--- config.mk ---
export PLATFORM = sky130hd
export DESIGN_NAME = alarm_time_match_table_unit_flat
export DESIGN_NICKNAME = d
export VERILOG_FILES = /design/src/rtl/atm_pkg.sv /design/src/rtl/atm_cmd_if.sv /design/src/rtl/atm_res_if.sv /design/src/rtl/atm_ctrl.sv /design/src/rtl/atm_dp.sv /design/src/rtl/alarm_time_match_table_unit.sv /design/src/flat_wrapper.sv
export SDC_FILE = /design/constraint.sdc
export NUM_CORES = 1
export LEC_CHECK = 0
export ABC_AREA = 0
export BUFFER_PORTS_ARGS = -buffer_cell sky130_fd_sc_hd__buf_4
export CORE_MARGIN = 2
export CORE_UTILIZATION = 55
export CTS_BUF_LIST = sky130_fd_sc_hd__clkbuf_4
export DETAILED_ROUTE_END_ITERATION = 8
export PLACE_DENSITY = 0.7
export SETUP_SLACK_MARGIN = 0.02
export SLEW_MARGIN = 0
export SYNTH_ARGS = -nofsm -noshare
export SYNTH_HDL_FRONTEND = slang
export SYNTH_SLANG_ARGS = --single-unit
export TNS_END_PERCENT = 5
--- constraint.sdc ---
create_clock -name clk -period 11 [get_ports clk]
set_clock_uncertainty 0.1 [all_clocks]
set_input_delay 1.1 -clock clk [delete_from_list [all_inputs] [get_ports clk]]
set_output_delay 1.1 -clock clk [all_outputs]
set_load 0.05 [all_outputs]
--- src/rtl/atm_pkg.sv ---
// Shared types and constants for the alarm time match table.
package atm_pkg;

  localparam int HOURS_W    = 5;
  localparam int MINUTES_W  = 6;
  localparam int STATUS_W   = 3;
  localparam int SLOT_W     = 2;
  localparam int COMMAND_W  = 2;

  localparam int MAX_HOURS   = 23;
  localparam int MAX_MINUTES = 59;

  // A list answer carries at most this many words.
  localparam int LIST_MAX    = 4;
  localparam int LIST_CNT_W  = $clog2(LIST_MAX);

  typedef enum logic [COMMAND_W-1:0] {
    CMD_ADD   = 2'd0,
    CMD_CHECK = 2'd1,
    CMD_LIST  = 2'd2
  } command_t;

  typedef enum logic [STATUS_W-1:0] {
    ST_ADDED   = 3'd0,
    ST_FULL    = 3'd1,
    ST_EXISTS  = 3'd2,
    ST_INVALID = 3'd3,
    ST_HIT     = 3'd4,
    ST_NOMATCH = 3'd5,
    ST_LISTED  = 3'd6,
    ST_NONE    = 3'd7
  } status_t;

  // Controller -> datapath.
  typedef struct packed {
    logic load;     // take a new command word
    logic capture;  // register the result of this scan step, apply table update
    logic advance;  // move the scan index on by one slot
  } ctl_cmd_t;

  // Datapath -> controller.
  typedef struct packed {
    logic found;     // current scan step yields a result word
    logic held_last; // result word in the output register closes the answer
  } dp_status_t;

endpackage

--- src/rtl/atm_cmd_if.sv ---
// Command channel: valid/ready handshake carrying one command word.
interface atm_cmd_if;
  logic                           valid;
  logic                           ready;
  logic [atm_pkg::COMMAND_W-1:0]  command;
  logic [atm_pkg::HOURS_W-1:0]    hours;
  logic [atm_pkg::MINUTES_W-1:0]  minutes;

  modport source (output valid, output command, output hours, output minutes, input ready);
  modport sink   (input valid, input command, input hours, input minutes, output ready);
endinterface

--- src/rtl/atm_res_if.sv ---
// Result channel: valid/ready handshake carrying one result word.
interface atm_res_if;
  logic                           valid;
  logic                           ready;
  logic [atm_pkg::STATUS_W-1:0]   status;
  logic [atm_pkg::SLOT_W-1:0]     slot;
  logic [atm_pkg::HOURS_W-1:0]    alarm_hours;
  logic [atm_pkg::MINUTES_W-1:0]  alarm_minutes;
  logic                           last;

  modport source (output valid, output status, output slot, output alarm_hours,
                  output alarm_minutes, output last, input ready);
  modport sink   (input valid, input status, input slot, input alarm_hours,
                  input alarm_minutes, input last, output ready);
endinterface

--- src/rtl/atm_ctrl.sv ---
// Sequencer: accept a command word, step the slot scan, hold each result word.
module atm_ctrl (
  input  logic                clk,
  input  logic                rst,
  input  logic                in_valid,
  output logic                in_ready,
  output logic                out_valid,
  input  logic                out_ready,
  output atm_pkg::ctl_cmd_t   ctl,
  input  atm_pkg::dp_status_t dp
);

  typedef enum logic [2:0] {
    S_IDLE = 3'b001,
    S_SCAN = 3'b010,
    S_HOLD = 3'b100
  } state_t;

  state_t state, state_next;

  always_comb begin
    state_next  = state;
    ctl         = '0;
    case (state)
      S_IDLE: begin
        if (in_valid) begin
          ctl.load   = 1'b1;
          state_next = S_SCAN;
        end
      end
      S_SCAN: begin
        if (dp.found) begin
          ctl.capture = 1'b1;
          state_next  = S_HOLD;
        end else begin
          ctl.advance = 1'b1;
        end
      end
      S_HOLD: begin
        if (out_ready) begin
          if (dp.held_last) begin
            state_next = S_IDLE;
          end else begin
            ctl.advance = 1'b1;
            state_next  = S_SCAN;
          end
        end
      end
      default: state_next = S_IDLE;
    endcase
  end

  always_ff @(posedge clk) begin
    if (rst) begin
      state <= S_IDLE;
    end else begin
      state <= state_next;
    end
  end

  assign in_ready  = (state == S_IDLE);
  assign out_valid = (state == S_HOLD);

  // A result word is only ever held right after a capture.
  a_hold_after_capture: assert property (@(posedge clk) disable iff (rst)
    $rose(out_valid) |-> $past(ctl.capture))
    else $error("result held without capture");

  // The answer closes only on a word marked last.
  a_idle_after_last: assert property (@(posedge clk) disable iff (rst)
    (state == S_HOLD && out_ready && !dp.held_last) |=> state == S_SCAN)
    else $error("answer closed before last word");

endmodule

--- src/rtl/atm_dp.sv ---
// Slot table, scan index and result register.
module atm_dp #(
  parameter int ALARM_SLOTS = 4
) (
  input  logic                            clk,
  input  logic                            rst,
  input  atm_pkg::ctl_cmd_t               ctl,
  output atm_pkg::dp_status_t             dp,
  input  logic [atm_pkg::COMMAND_W-1:0]   in_command,
  input  logic [atm_pkg::HOURS_W-1:0]     in_hours,
  input  logic [atm_pkg::MINUTES_W-1:0]   in_minutes,
  output logic [atm_pkg::STATUS_W-1:0]    out_status,
  output logic [atm_pkg::SLOT_W-1:0]      out_slot,
  output logic [atm_pkg::HOURS_W-1:0]     out_hours,
  output logic [atm_pkg::MINUTES_W-1:0]   out_minutes,
  output logic                            out_last
);

  localparam int CW = $clog2(ALARM_SLOTS + 1);
  localparam int IW = (ALARM_SLOTS > 1) ? $clog2(ALARM_SLOTS) : 1;

  // Slot table; entries at or above used_count are never looked at.
  logic [atm_pkg::HOURS_W-1:0]   tbl_hours   [ALARM_SLOTS];
  logic [atm_pkg::MINUTES_W-1:0] tbl_minutes [ALARM_SLOTS];
  logic                          tbl_active  [ALARM_SLOTS];
  logic [CW-1:0]                 used_count;

  // Latched command word and scan state.
  atm_pkg::command_t             cmd_q;
  logic [atm_pkg::HOURS_W-1:0]   hours_q;
  logic [atm_pkg::MINUTES_W-1:0] minutes_q;
  logic [CW-1:0]                 idx;
  logic [atm_pkg::LIST_CNT_W-1:0] list_n;

  logic                          scan_end, cur_match, cur_act, more_active;
  logic                          table_full, bad_time, list_cap;
  logic [IW-1:0]                 ridx;

  logic                          res_found, res_last, add_ok, hit, listed;
  atm_pkg::status_t              res_status;
  logic [atm_pkg::SLOT_W-1:0]    res_slot;
  logic [atm_pkg::HOURS_W-1:0]   res_hours;
  logic [atm_pkg::MINUTES_W-1:0] res_minutes;

  assign scan_end   = (idx >= used_count);
  assign ridx       = scan_end ? '0 : idx[IW-1:0];
  assign cur_match  = (tbl_hours[ridx] == hours_q) && (tbl_minutes[ridx] == minutes_q);
  assign cur_act    = !scan_end && tbl_active[ridx];
  assign table_full = (used_count == CW'(ALARM_SLOTS));
  assign bad_time   = (hours_q > atm_pkg::HOURS_W'(atm_pkg::MAX_HOURS)) ||
                      (minutes_q > atm_pkg::MINUTES_W'(atm_pkg::MAX_MINUTES));
  assign list_cap   = (list_n == atm_pkg::LIST_CNT_W'(atm_pkg::LIST_MAX - 1));

  // Any active used slot past the current one decides the last flag of a list word.
  always_comb begin
    more_active = 1'b0;
    for (int j = 0; j < ALARM_SLOTS; j++) begin
      if ((CW'(j) > idx) && (CW'(j) < used_count) && tbl_active[j]) begin
        more_active = 1'b1;
      end
    end
  end

  always_comb begin
    res_found   = 1'b0;
    res_status  = atm_pkg::ST_INVALID;
    res_slot    = '0;
    res_hours   = '0;
    res_minutes = '0;
    res_last    = 1'b1;
    add_ok      = 1'b0;
    hit         = 1'b0;
    listed      = 1'b0;
    case (cmd_q)
      atm_pkg::CMD_ADD: begin
        if (table_full) begin
          res_found  = 1'b1;
          res_status = atm_pkg::ST_FULL;
        end else if (bad_time) begin
          res_found  = 1'b1;
          res_status = atm_pkg::ST_INVALID;
        end else if (scan_end) begin
          res_found  = 1'b1;
          res_status = atm_pkg::ST_ADDED;
          res_slot   = atm_pkg::SLOT_W'(idx);
          add_ok     = 1'b1;
        end else if (cur_match) begin
          res_found  = 1'b1;
          res_status = atm_pkg::ST_EXISTS;
        end
      end
      atm_pkg::CMD_CHECK: begin
        if (scan_end) begin
          res_found  = 1'b1;
          res_status = atm_pkg::ST_NOMATCH;
        end else if (cur_act && cur_match) begin
          res_found   = 1'b1;
          res_status  = atm_pkg::ST_HIT;
          res_slot    = atm_pkg::SLOT_W'(idx);
          res_hours   = hours_q;
          res_minutes = minutes_q;
          hit         = 1'b1;
        end
      end
      atm_pkg::CMD_LIST: begin
        // End of scan is only reached here when nothing was listed.
        if (scan_end) begin
          res_found  = 1'b1;
          res_status = atm_pkg::ST_NONE;
        end else if (cur_act) begin
          res_found   = 1'b1;
          res_status  = atm_pkg::ST_LISTED;
          res_slot    = atm_pkg::SLOT_W'(idx);
          res_hours   = tbl_hours[ridx];
          res_minutes = tbl_minutes[ridx];
          res_last    = list_cap || !more_active;
          listed      = 1'b1;
        end
      end
      default: begin
        res_found  = 1'b1;
        res_status = atm_pkg::ST_INVALID;
      end
    endcase
  end

  // Control state.
  always_ff @(posedge clk) begin
    if (rst) begin
      used_count <= '0;
      idx        <= '0;
      list_n     <= '0;
    end else begin
      if (ctl.load) begin
        idx    <= '0;
        list_n <= '0;
      end else if (ctl.advance) begin
        idx <= idx + CW'(1);
      end
      if (ctl.capture && add_ok) begin
        used_count <= used_count + CW'(1);
      end
      if (ctl.capture && listed) begin
        list_n <= list_n + atm_pkg::LIST_CNT_W'(1);
      end
    end
  end

  // Payload: command latch, table, result register.
  always_ff @(posedge clk) begin
    if (ctl.load) begin
      cmd_q     <= atm_pkg::command_t'(in_command);
      hours_q   <= in_hours;
      minutes_q <= in_minutes;
    end
    if (ctl.capture) begin
      out_status  <= res_status;
      out_slot    <= res_slot;
      out_hours   <= res_hours;
      out_minutes <= res_minutes;
      out_last    <= res_last;
      if (add_ok) begin
        tbl_hours[used_count[IW-1:0]]   <= hours_q;
        tbl_minutes[used_count[IW-1:0]] <= minutes_q;
        tbl_active[used_count[IW-1:0]]  <= 1'b1;
      end
      if (hit) begin
        tbl_active[ridx] <= 1'b0;
      end
    end
  end

  assign dp.found     = res_found;
  assign dp.held_last = out_last;

  a_used_bound: assert property (@(posedge clk) disable iff (rst)
    used_count <= CW'(ALARM_SLOTS))
    else $error("used count past table size");

  a_add_grows: assert property (@(posedge clk) disable iff (rst)
    (ctl.capture && add_ok) |=> used_count == $past(used_count) + CW'(1))
    else $error("add did not take a slot");

  a_single_last: assert property (@(posedge clk) disable iff (rst)
    (ctl.capture && res_status != atm_pkg::ST_LISTED) |-> res_last)
    else $error("single-word answer not marked last");

endmodule

--- src/rtl/alarm_time_match_table_unit.sv ---
// Top level of the alarm time match table: controller plus slot datapath.
// Keeps ALARM_SLOTS hour:minute alarm slots filled in order (the fill count never
// shrinks) and answers three commands: add (0), check (1) and list (2). One command
// word is in flight at a time; cmd.ready is high only while no answer is pending.
// The controller scans the table one slot per cycle while no result word is held,
// and each answer word is captured into the output register in the scan step that
// yields it; add on a full table or with an out-of-range time answers on the first
// scan step. Each result word waits in an output register until res.ready; a list
// answer resumes the scan after each word but the last is taken and gives up to four
// words, the final one with last set. Every other answer is one word with last set.
// Check clears the active flag of the first active slot that matches; add refuses any
// time already in a used slot, active or not. With res.ready high, a one-word command
// passes through the idle, scan and hold states in that order.
module alarm_time_match_table_unit #(
  parameter int ALARM_SLOTS = 4
) (
  input  logic clk,
  input  logic rst,
  atm_cmd_if.sink   cmd,
  atm_res_if.source res
);

  atm_pkg::ctl_cmd_t   ctl;
  atm_pkg::dp_status_t dp;

  atm_ctrl u_ctrl (
    .clk       (clk),
    .rst       (rst),
    .in_valid  (cmd.valid),
    .in_ready  (cmd.ready),
    .out_valid (res.valid),
    .out_ready (res.ready),
    .ctl       (ctl),
    .dp        (dp)
  );

  atm_dp #(
    .ALARM_SLOTS (ALARM_SLOTS)
  ) u_dp (
    .clk         (clk),
    .rst         (rst),
    .ctl         (ctl),
    .dp          (dp),
    .in_command  (cmd.command),
    .in_hours    (cmd.hours),
    .in_minutes  (cmd.minutes),
    .out_status  (res.status),
    .out_slot    (res.slot),
    .out_hours   (res.alarm_hours),
    .out_minutes (res.alarm_minutes),
    .out_last    (res.last)
  );

  // Never take a new command word while an answer word is still offered.
  a_one_in_flight: assert property (@(posedge clk) disable iff (rst)
    !(cmd.ready && res.valid))
    else $error("command taken while result pending");

endmodule
--- src/flat_wrapper.sv ---
// flat-port wrapper written by rule: the top's interface ports become plain ports
module alarm_time_match_table_unit_flat 
#(
  parameter int ALARM_SLOTS = 4
)
  (clk, rst, cmd_valid, cmd_command, cmd_hours, cmd_minutes, cmd_ready, res_valid, res_status, res_slot, res_alarm_hours, res_alarm_minutes, res_last, res_ready);
  atm_cmd_if cmd_i ();
  atm_res_if res_i ();
  input  logic clk;
  input  logic rst;
  input wire logic [$bits(cmd_i.valid)-1:0] cmd_valid;
  input wire logic [$bits(cmd_i.command)-1:0] cmd_command;
  input wire logic [$bits(cmd_i.hours)-1:0] cmd_hours;
  input wire logic [$bits(cmd_i.minutes)-1:0] cmd_minutes;
  output wire logic [$bits(cmd_i.ready)-1:0] cmd_ready;
  output wire logic [$bits(res_i.valid)-1:0] res_valid;
  output wire logic [$bits(res_i.status)-1:0] res_status;
  output wire logic [$bits(res_i.slot)-1:0] res_slot;
  output wire logic [$bits(res_i.alarm_hours)-1:0] res_alarm_hours;
  output wire logic [$bits(res_i.alarm_minutes)-1:0] res_alarm_minutes;
  output wire logic [$bits(res_i.last)-1:0] res_last;
  input wire logic [$bits(res_i.ready)-1:0] res_ready;
  assign cmd_i.valid = cmd_valid;
  assign cmd_i.command = cmd_command;
  assign cmd_i.hours = cmd_hours;
  assign cmd_i.minutes = cmd_minutes;
  assign cmd_ready = cmd_i.ready;
  assign res_valid = res_i.valid;
  assign res_status = res_i.status;
  assign res_slot = res_i.slot;
  assign res_alarm_hours = res_i.alarm_hours;
  assign res_alarm_minutes = res_i.alarm_minutes;
  assign res_last = res_i.last;
  assign res_i.ready = res_ready;
  alarm_time_match_table_unit #(.ALARM_SLOTS(ALARM_SLOTS)) u_core (.clk(clk), .rst(rst), .cmd(cmd_i), .res(res_i));
endmodule
Word-level counts from Yosys, hierarchy flattened
Memory sizes are Yosys's and may differ from the RTL's. Index checks and enable logic that the tools add are counted.

Add/sub/neg operators: 3. Multiply operators: 0. Div/mod/pow operators: 0. Order comparisons: 11. Equal/unequal tests: 12. Shifts and indexed selects: 0. Mux-type cells: 73. Bitwise operators: 2. Reduce and logical (&&, ||, !) cells: 23.

Operators with widths (count): 1-bit two-way mux (36); 2-bit two-way mux (15); 6-bit two-way mux (4); 3-bit two-way mux (7); 5-bit two-way mux (4); 3-bit one-hot mux with 3 select lines (2); 1-bit logical AND (13); 6-bit one-hot mux with 2 select lines (1); 5-bit one-hot mux with 2 select lines (1); 3-bit by 1-bit adder with 3-bit output (second input constant) (2); 3-bit == test (second input constant) (2); 6-bit == test (1); 1-bit by 3-bit greater-than comparator with 1-bit output (first input constant) (2); 2-bit by 3-bit greater-than comparator with 1-bit output (first input constant) (2); 6-bit greater-than comparator (second input constant) (1); 1-bit by 3-bit less-than comparator with 1-bit output (first input constant) (2); 2-bit by 3-bit less-than comparator with 1-bit output (first input constant) (2); 2-bit one-hot mux with 3 select lines (1); 5-bit == test (1); 5-bit greater-than comparator (second input constant) (1); 2-bit == test (second input constant) (2); 2-bit inequality test (second input constant) (2); 3-bit by 1-bit == test with 1-bit output (second input constant) (1); 3-bit by 2-bit == test with 1-bit output (second input constant) (1); 15 further kinds (18).

Register bits after elaboration: 41. Bits in latches: 0. Memory bits (writable): 48. ROM bits: 0. Input bits: 17. Output and inout port bits: 19. Logic and storage cells: 139. Memories kept: 3.

Memories: u_core.u_dp.tbl_minutes (words 4, width 6, read ports 1, clocked after Yosys merged registers in 0, wr ports 1, RTL line atm_dp.sv:24) `logic [atm_pkg::MINUTES_W-1:0] tbl_minutes [ALARM_SLOTS];`; u_core.u_dp.tbl_hours (words 4, width 5, read ports 1, clocked after Yosys merged registers in 0, wr ports 1, RTL line atm_dp.sv:23) `logic [atm_pkg::HOURS_W-1:0] tbl_hours [ALARM_SLOTS];`; u_core.u_dp.tbl_active (words 4, width 1, read ports 5, clocked after Yosys merged registers in 0, wr ports 1, RTL line atm_dp.sv:25) `logic tbl_active [ALARM_SLOTS];`.

Depth between registers and ports, before layout
An unclocked memory read counts as a cell.

Word-level depth: 16. Gate-level depth with buffers: 18. Gate-level depth less buffers: 12.

Modules after synthesis
Synthesis repeated with hierarchy kept, for this count alone.

Cell total of the unflattened synthesis: 397. Area total of the unflattened synthesis: 4608.2 sq um.

By module, submodules not included: atm_dp (instances 1, cells an instance 366, area an instance 4349.2 sq um, sequential area each 2502.4 sq um); atm_ctrl (instances 1, cells an instance 31, area an instance 259.0 sq um, sequential area each 60.1 sq um).

Worst setup path after synthesis
OpenSTA, ideal clock, no wires.

Path type: register -> register. Start point: register u_core.u_dp.idx[0]. End point: register u_core.u_dp.list_n[0] (netlist name). Setup time: 64 ps. Arrival: 3744 ps. Required time: 10836 ps. Slack: 7092 ps. Cell stages (with the launch flop): 16. Buffers on the path: 3. Clock period less this slack: 3908 ps. Cells stage by stage: dfxtp_1 buf_6 buf_6 inv_1 ha_1 nor2b_4 buf_6 o211ai_4 o22ai_1 o21ai_1 nand4_1 or4_4 o31ai_4 and2_4 mux2_1 nor2_1.

RTL lines: start: declaration (RTL line atm_dp.sv:32) `logic [CW-1:0] idx;`; start signal: assignment (RTL line atm_dp.sv:138) `idx <= idx + CW'(1);`; end signal: assignment (RTL line atm_dp.sv:144) `list_n <= list_n + atm_pkg::LIST_CNT_W'(1);`; end: declaration (RTL line atm_dp.sv:33) `logic [atm_pkg::LIST_CNT_W-1:0] list_n;`.

==> impl_summary.txt <==
----------------------------------------------------
[Run status]
  Status ... finished clean

[Die]
  Die Ht ... 93.8 um
  Effective utilization at floorplan ... 0.571
  Placeable Area ... 7770 um2
  Number of rows in the core area ... 32
  Die width ... 93.8 um
  I/O pin count ... 36
  Die footprint ... 8800 um2

[Clock tree]
  Maximum buffer depth of the clock tree ... 2
  Later-pin clock latency in the skew report ... 430 ps
  # Post-CTS Setup Buffers ... 0
  Number of gates resized after CTS ... 0
  H-tree lvl count ... 3
  Clk Tree Root Cell ... sky130_fd_sc_hd__clkbuf_4
  Number of buffers inserted during clock tree synthesis ... 9
  CTS Sinks ... 89
  Hold buffers post-CTS ... 0
  TritonCTS clock tree ... built
  Worst-path clk slew ... 140 ps

[Route]
  Remaining DRCs ... 0
  Via density per instance ... 6.04
  First-pass iteration count of the detailed router ... 4
  DR vias ... 3147
  Number of DRC markers after the initial detailed-route iteration ... 278
  Count of nets left with antenna violations after detail routing ... 0
  WL per Instance ... 17.9 um
  Total routed wirelength ... 9350 um

[STA]
  Worst slew pin tran ... 1070 ps
  Count of pins over their slew limit ... 0
  Part of the cycle the worst path needs ... 0.464
  Setup-violating endpoint count in the final report ... 0
  RSZ-0062 raised after global routing ... no
  Maximum clock frequency ... 196 MHz
  Clock period minus worst slack ... 5110 ps
  Max_slew headroom ... 0.288
  Accumulated negative setup slack ... 0 ps
  Fin. Hold Viols ... 0

[Synthesis]
  Count of flip-flops with a built-in enable after synthesis ... 78
  Number of distinct library cells after synthesis ... 57
  Post-synthesis net count ... 414
  Number of register bits inferred by synthesis ... 89
  Proportion of register bits with asynchronous set or reset after synthesis ... 0
  Summed instance area of the synthesized netlist ... 4440 um2
  Post-Syn Area per Cell ... 11.6 um2
  Count of synthesis-stage warnings from yosys ... 0
  Top_reg_cell synth ... sky130_fd_sc_hd__edfxtp_1
  Instance count of the mapped netlist ... 382
  Seq/Total Area, Yosys ... 0.578

[Final layout]
  Layout Cells excl Fill ... 521
  P&R area growth vs syn ... 9.05%
  Share of cells above drive strength 1 ... 0.179
  Net total in the final layout ... 446
  Final design area excluding fillers ... 4840 um2
  Count of inserted antenna diode cells ... 0
  Utilization after layout ... 0.623

[Placement]
  Count of placed standard cells including taps ... 505
  Number of I/O port buffers ... 35
  Placement-stage cell area ... 4720 um2
  Final HPWL DP ... 6590 um
  Last weighted congestion value of the routability-driven placer ... 0.919

[Critical path]
  Startpoint type of the worst setup path ... register
  Critical path peak fanout ... 37
  Endpoint kind of the worst setup timing path ... register
  Req. time, crit path ... 11290 ps
  Category of the critical setup timing path ... register to register
  R2r setup slk ... 5890 ps
  Arrival time worst endpoint ... 5390 ps

[Run]
  Count of maximum capacitance violations ... 0

[Power and ir drop]
  Maximum vdd ir drop ... 0.0761 mV
  Post-route total power ... 637 uW
  Power density over cell area ... 132 nW/um2
  Leakage component of the power ... 0.00166 uW

[Global routing]
  Tot GR Track Use ... 0.227
  Antenna violations before repair ... 0
  Maximum number of pins on one net before global-route repair ... 38
  Wire length of the first global-routing pass ... 15000 um
  Via count of the first global-routing pass ... 2956
  Global-route congestion overflow total ... 0

[Hold path]
  Min-delay worst type ... register to register

----------------------------------------------------
==> routing by layer <==
metal  global-route usage  vias up  wire [um]
met5                    0        -          0
met2                0.338      142       4190
li1                     -     1491          -
met1                0.332     1496       4280
met4               0.0930        0        174
met3               0.0369       18        705
==> report_power, final <==
part | switching [uW] | internal (uW) | leakage, uW
Sequential | 13.6 | 385 | 0.000800
Clock | 111 | 46.1 | 0.0000597
Combinational | 55.4 | 26.0 | 0.000803
Total | 180 | 457 | 0.00166
==> synth_stat cells (2+ instances only) <==
cell	number	area (um2)
sky130_fd_sc_hd__nand3_1	11	55.1
sky130_fd_sc_hd__a211o_1	2	17.5
sky130_fd_sc_hd__o21a_1	5	37.5
sky130_fd_sc_hd__nand3b_1	3	22.5
sky130_fd_sc_hd__nor3_1	12	60.1
sky130_fd_sc_hd__buf_2	4	20.0
sky130_fd_sc_hd__a22oi_1	3	22.5
sky130_fd_sc_hd__buf_4	2	15.0
sky130_fd_sc_hd__inv_1	24	90.1
sky130_fd_sc_hd__o22ai_1	9	56.3
sky130_fd_sc_hd__nand4_1	5	31.3
sky130_fd_sc_hd__o21ai_1	5	25.0
sky130_fd_sc_hd__a21boi_1	2	15.0
sky130_fd_sc_hd__a32oi_1	4	35.0
sky130_fd_sc_hd__ha_1	15	188
sky130_fd_sc_hd__a221oi_1	2	17.5
sky130_fd_sc_hd__mux2i_1	2	20.0
sky130_fd_sc_hd__nand2_1	21	78.8
sky130_fd_sc_hd__o211ai_1	3	22.5
sky130_fd_sc_hd__a21oi_1	26	130
sky130_fd_sc_hd__edfxtp_1	78	2340
sky130_fd_sc_hd__o21ai_0	15	75.1
sky130_fd_sc_hd__and3_1	7	43.8
sky130_fd_sc_hd__clkbuf_1	3	11.3
sky130_fd_sc_hd__nor2_1	35	131
sky130_fd_sc_hd__a211oi_2	2	25.0
sky130_fd_sc_hd__or2_0	4	25.0
sky130_fd_sc_hd__nand2b_1	2	12.5
sky130_fd_sc_hd__mux2_2	10	113
sky130_fd_sc_hd__nor2b_1	4	25.0
sky130_fd_sc_hd__or3_1	9	56.3
sky130_fd_sc_hd__o2111ai_1	9	78.8
sky130_fd_sc_hd__buf_6	6	67.6
sky130_fd_sc_hd__xnor2_1	5	43.8
sky130_fd_sc_hd__dfxtp_1	11	220
==> cell families after synthesis <==
family,Yosys count,synth area share
flops,89,0.578
buf+inv,41,0.0477
compound gates,97,0.151
fa+ha+maj,15,0.0423
mux,13,0.0324
simple gates,122,0.139
xor+xnor,5,0.00987
==> registers in the layout, summed over array words and instances (netlist names) <==
name / flops
u_core.u_dp.tbl_active: 4
u_core.u_dp.tbl_minutes: 24
u_core.u_dp.out_last: 1
u_core.u_dp.minutes_q: 6
u_core.u_dp.cmd_q: 2
u_core.u_dp.idx: 3
u_core.u_dp.out_slot: 2
u_core.u_dp.out_minutes: 6
u_core.u_dp.tbl_hours: 20
u_core.u_dp.used_count: 3
u_core.u_dp.out_status: 3
u_core.u_ctrl.state: 3
u_core.u_dp.hours_q: 5
u_core.u_dp.list_n: 2
u_core.u_dp.out_hours: 5
==> final cells by class <==
class                           instances  area, um2
Clock inverter                          7       46.3
Fill cell                             636       2930
Tap cell                              102        128
Inverter                               25       93.8
Timing Repair Buffer                   37        278
Clock buffer                            9       67.6
Sequential cell                        89       2560
Multi-Input combinational cell        252       1660
==> through the flow <==
| stage | hold slack [ps] | setup slack, ps |
|---|---|---|
| after floorplan | 364 | 7090 |
| after global placement | 378 | 6100 |
| after detailed placement | 384 | 5940 |
| after CTS | 406 | 5900 |
| after global routing | 434 | 5580 |
| final | 408 | 5890 |
==> final timing paths <==
check,end,cells after the start,start
max,u_core.u_dp.list_n[0]$_SDFFE_PP0P_,13,u_core.u_dp.idx[0]$_SDFFE_PP0P_
min,u_core.u_dp.list_n[1]$_SDFFE_PP0P_,2,u_core.u_dp.list_n[1]$_SDFFE_PP0P_
max reg2reg,u_core.u_dp.list_n[0]$_SDFFE_PP0P_,13,u_core.u_dp.idx[0]$_SDFFE_PP0P_
min reg2reg,u_core.u_dp.list_n[1]$_SDFFE_PP0P_,2,u_core.u_dp.list_n[1]$_SDFFE_PP0P_
==> placed cells by master (no fill, tap or decap), types with 3 or more instances in the layout <==
cell	instances
sky130_fd_sc_hd__nand3b_1	3
sky130_fd_sc_hd__buf_4	37
sky130_fd_sc_hd__inv_1	24
sky130_fd_sc_hd__or2_0	4
sky130_fd_sc_hd__a22oi_1	3
sky130_fd_sc_hd__edfxtp_1	78
sky130_fd_sc_hd__a32oi_1	4
sky130_fd_sc_hd__nand4_1	5
sky130_fd_sc_hd__dfxtp_1	11
sky130_fd_sc_hd__o21a_1	5
sky130_fd_sc_hd__clkbuf_4	9
sky130_fd_sc_hd__nor2_1	35
sky130_fd_sc_hd__o211ai_1	3
sky130_fd_sc_hd__nor2b_1	4
sky130_fd_sc_hd__nand2_1	21
sky130_fd_sc_hd__xnor2_1	5
sky130_fd_sc_hd__mux2_2	10
sky130_fd_sc_hd__nand3_1	11
sky130_fd_sc_hd__o21ai_1	5
sky130_fd_sc_hd__o21ai_0	15
sky130_fd_sc_hd__and3_1	7
sky130_fd_sc_hd__a21oi_1	26
sky130_fd_sc_hd__o22ai_1	9
sky130_fd_sc_hd__ha_1	15
sky130_fd_sc_hd__o2111ai_1	9
sky130_fd_sc_hd__or3_1	9
sky130_fd_sc_hd__nor3_1	12
==> critical path, stage by stage (launching register included) <==
cell and delay, ps:
sky130_fd_sc_hd__dfxtp_1 340, sky130_fd_sc_hd__buf_4 370, sky130_fd_sc_hd__inv_1 240, sky130_fd_sc_hd__ha_1 360, sky130_fd_sc_hd__nor2b_4 270, sky130_fd_sc_hd__o21a_1 670
sky130_fd_sc_hd__o22ai_1 220, sky130_fd_sc_hd__o21ai_0 200, sky130_fd_sc_hd__nand4_1 140, sky130_fd_sc_hd__or4_4 550, sky130_fd_sc_hd__o31ai_4 910, sky130_fd_sc_hd__and2_4 290
sky130_fd_sc_hd__mux2_1 310, sky130_fd_sc_hd__nor2_1 80
No activity file was read; power rests on OpenSTA's default activity.
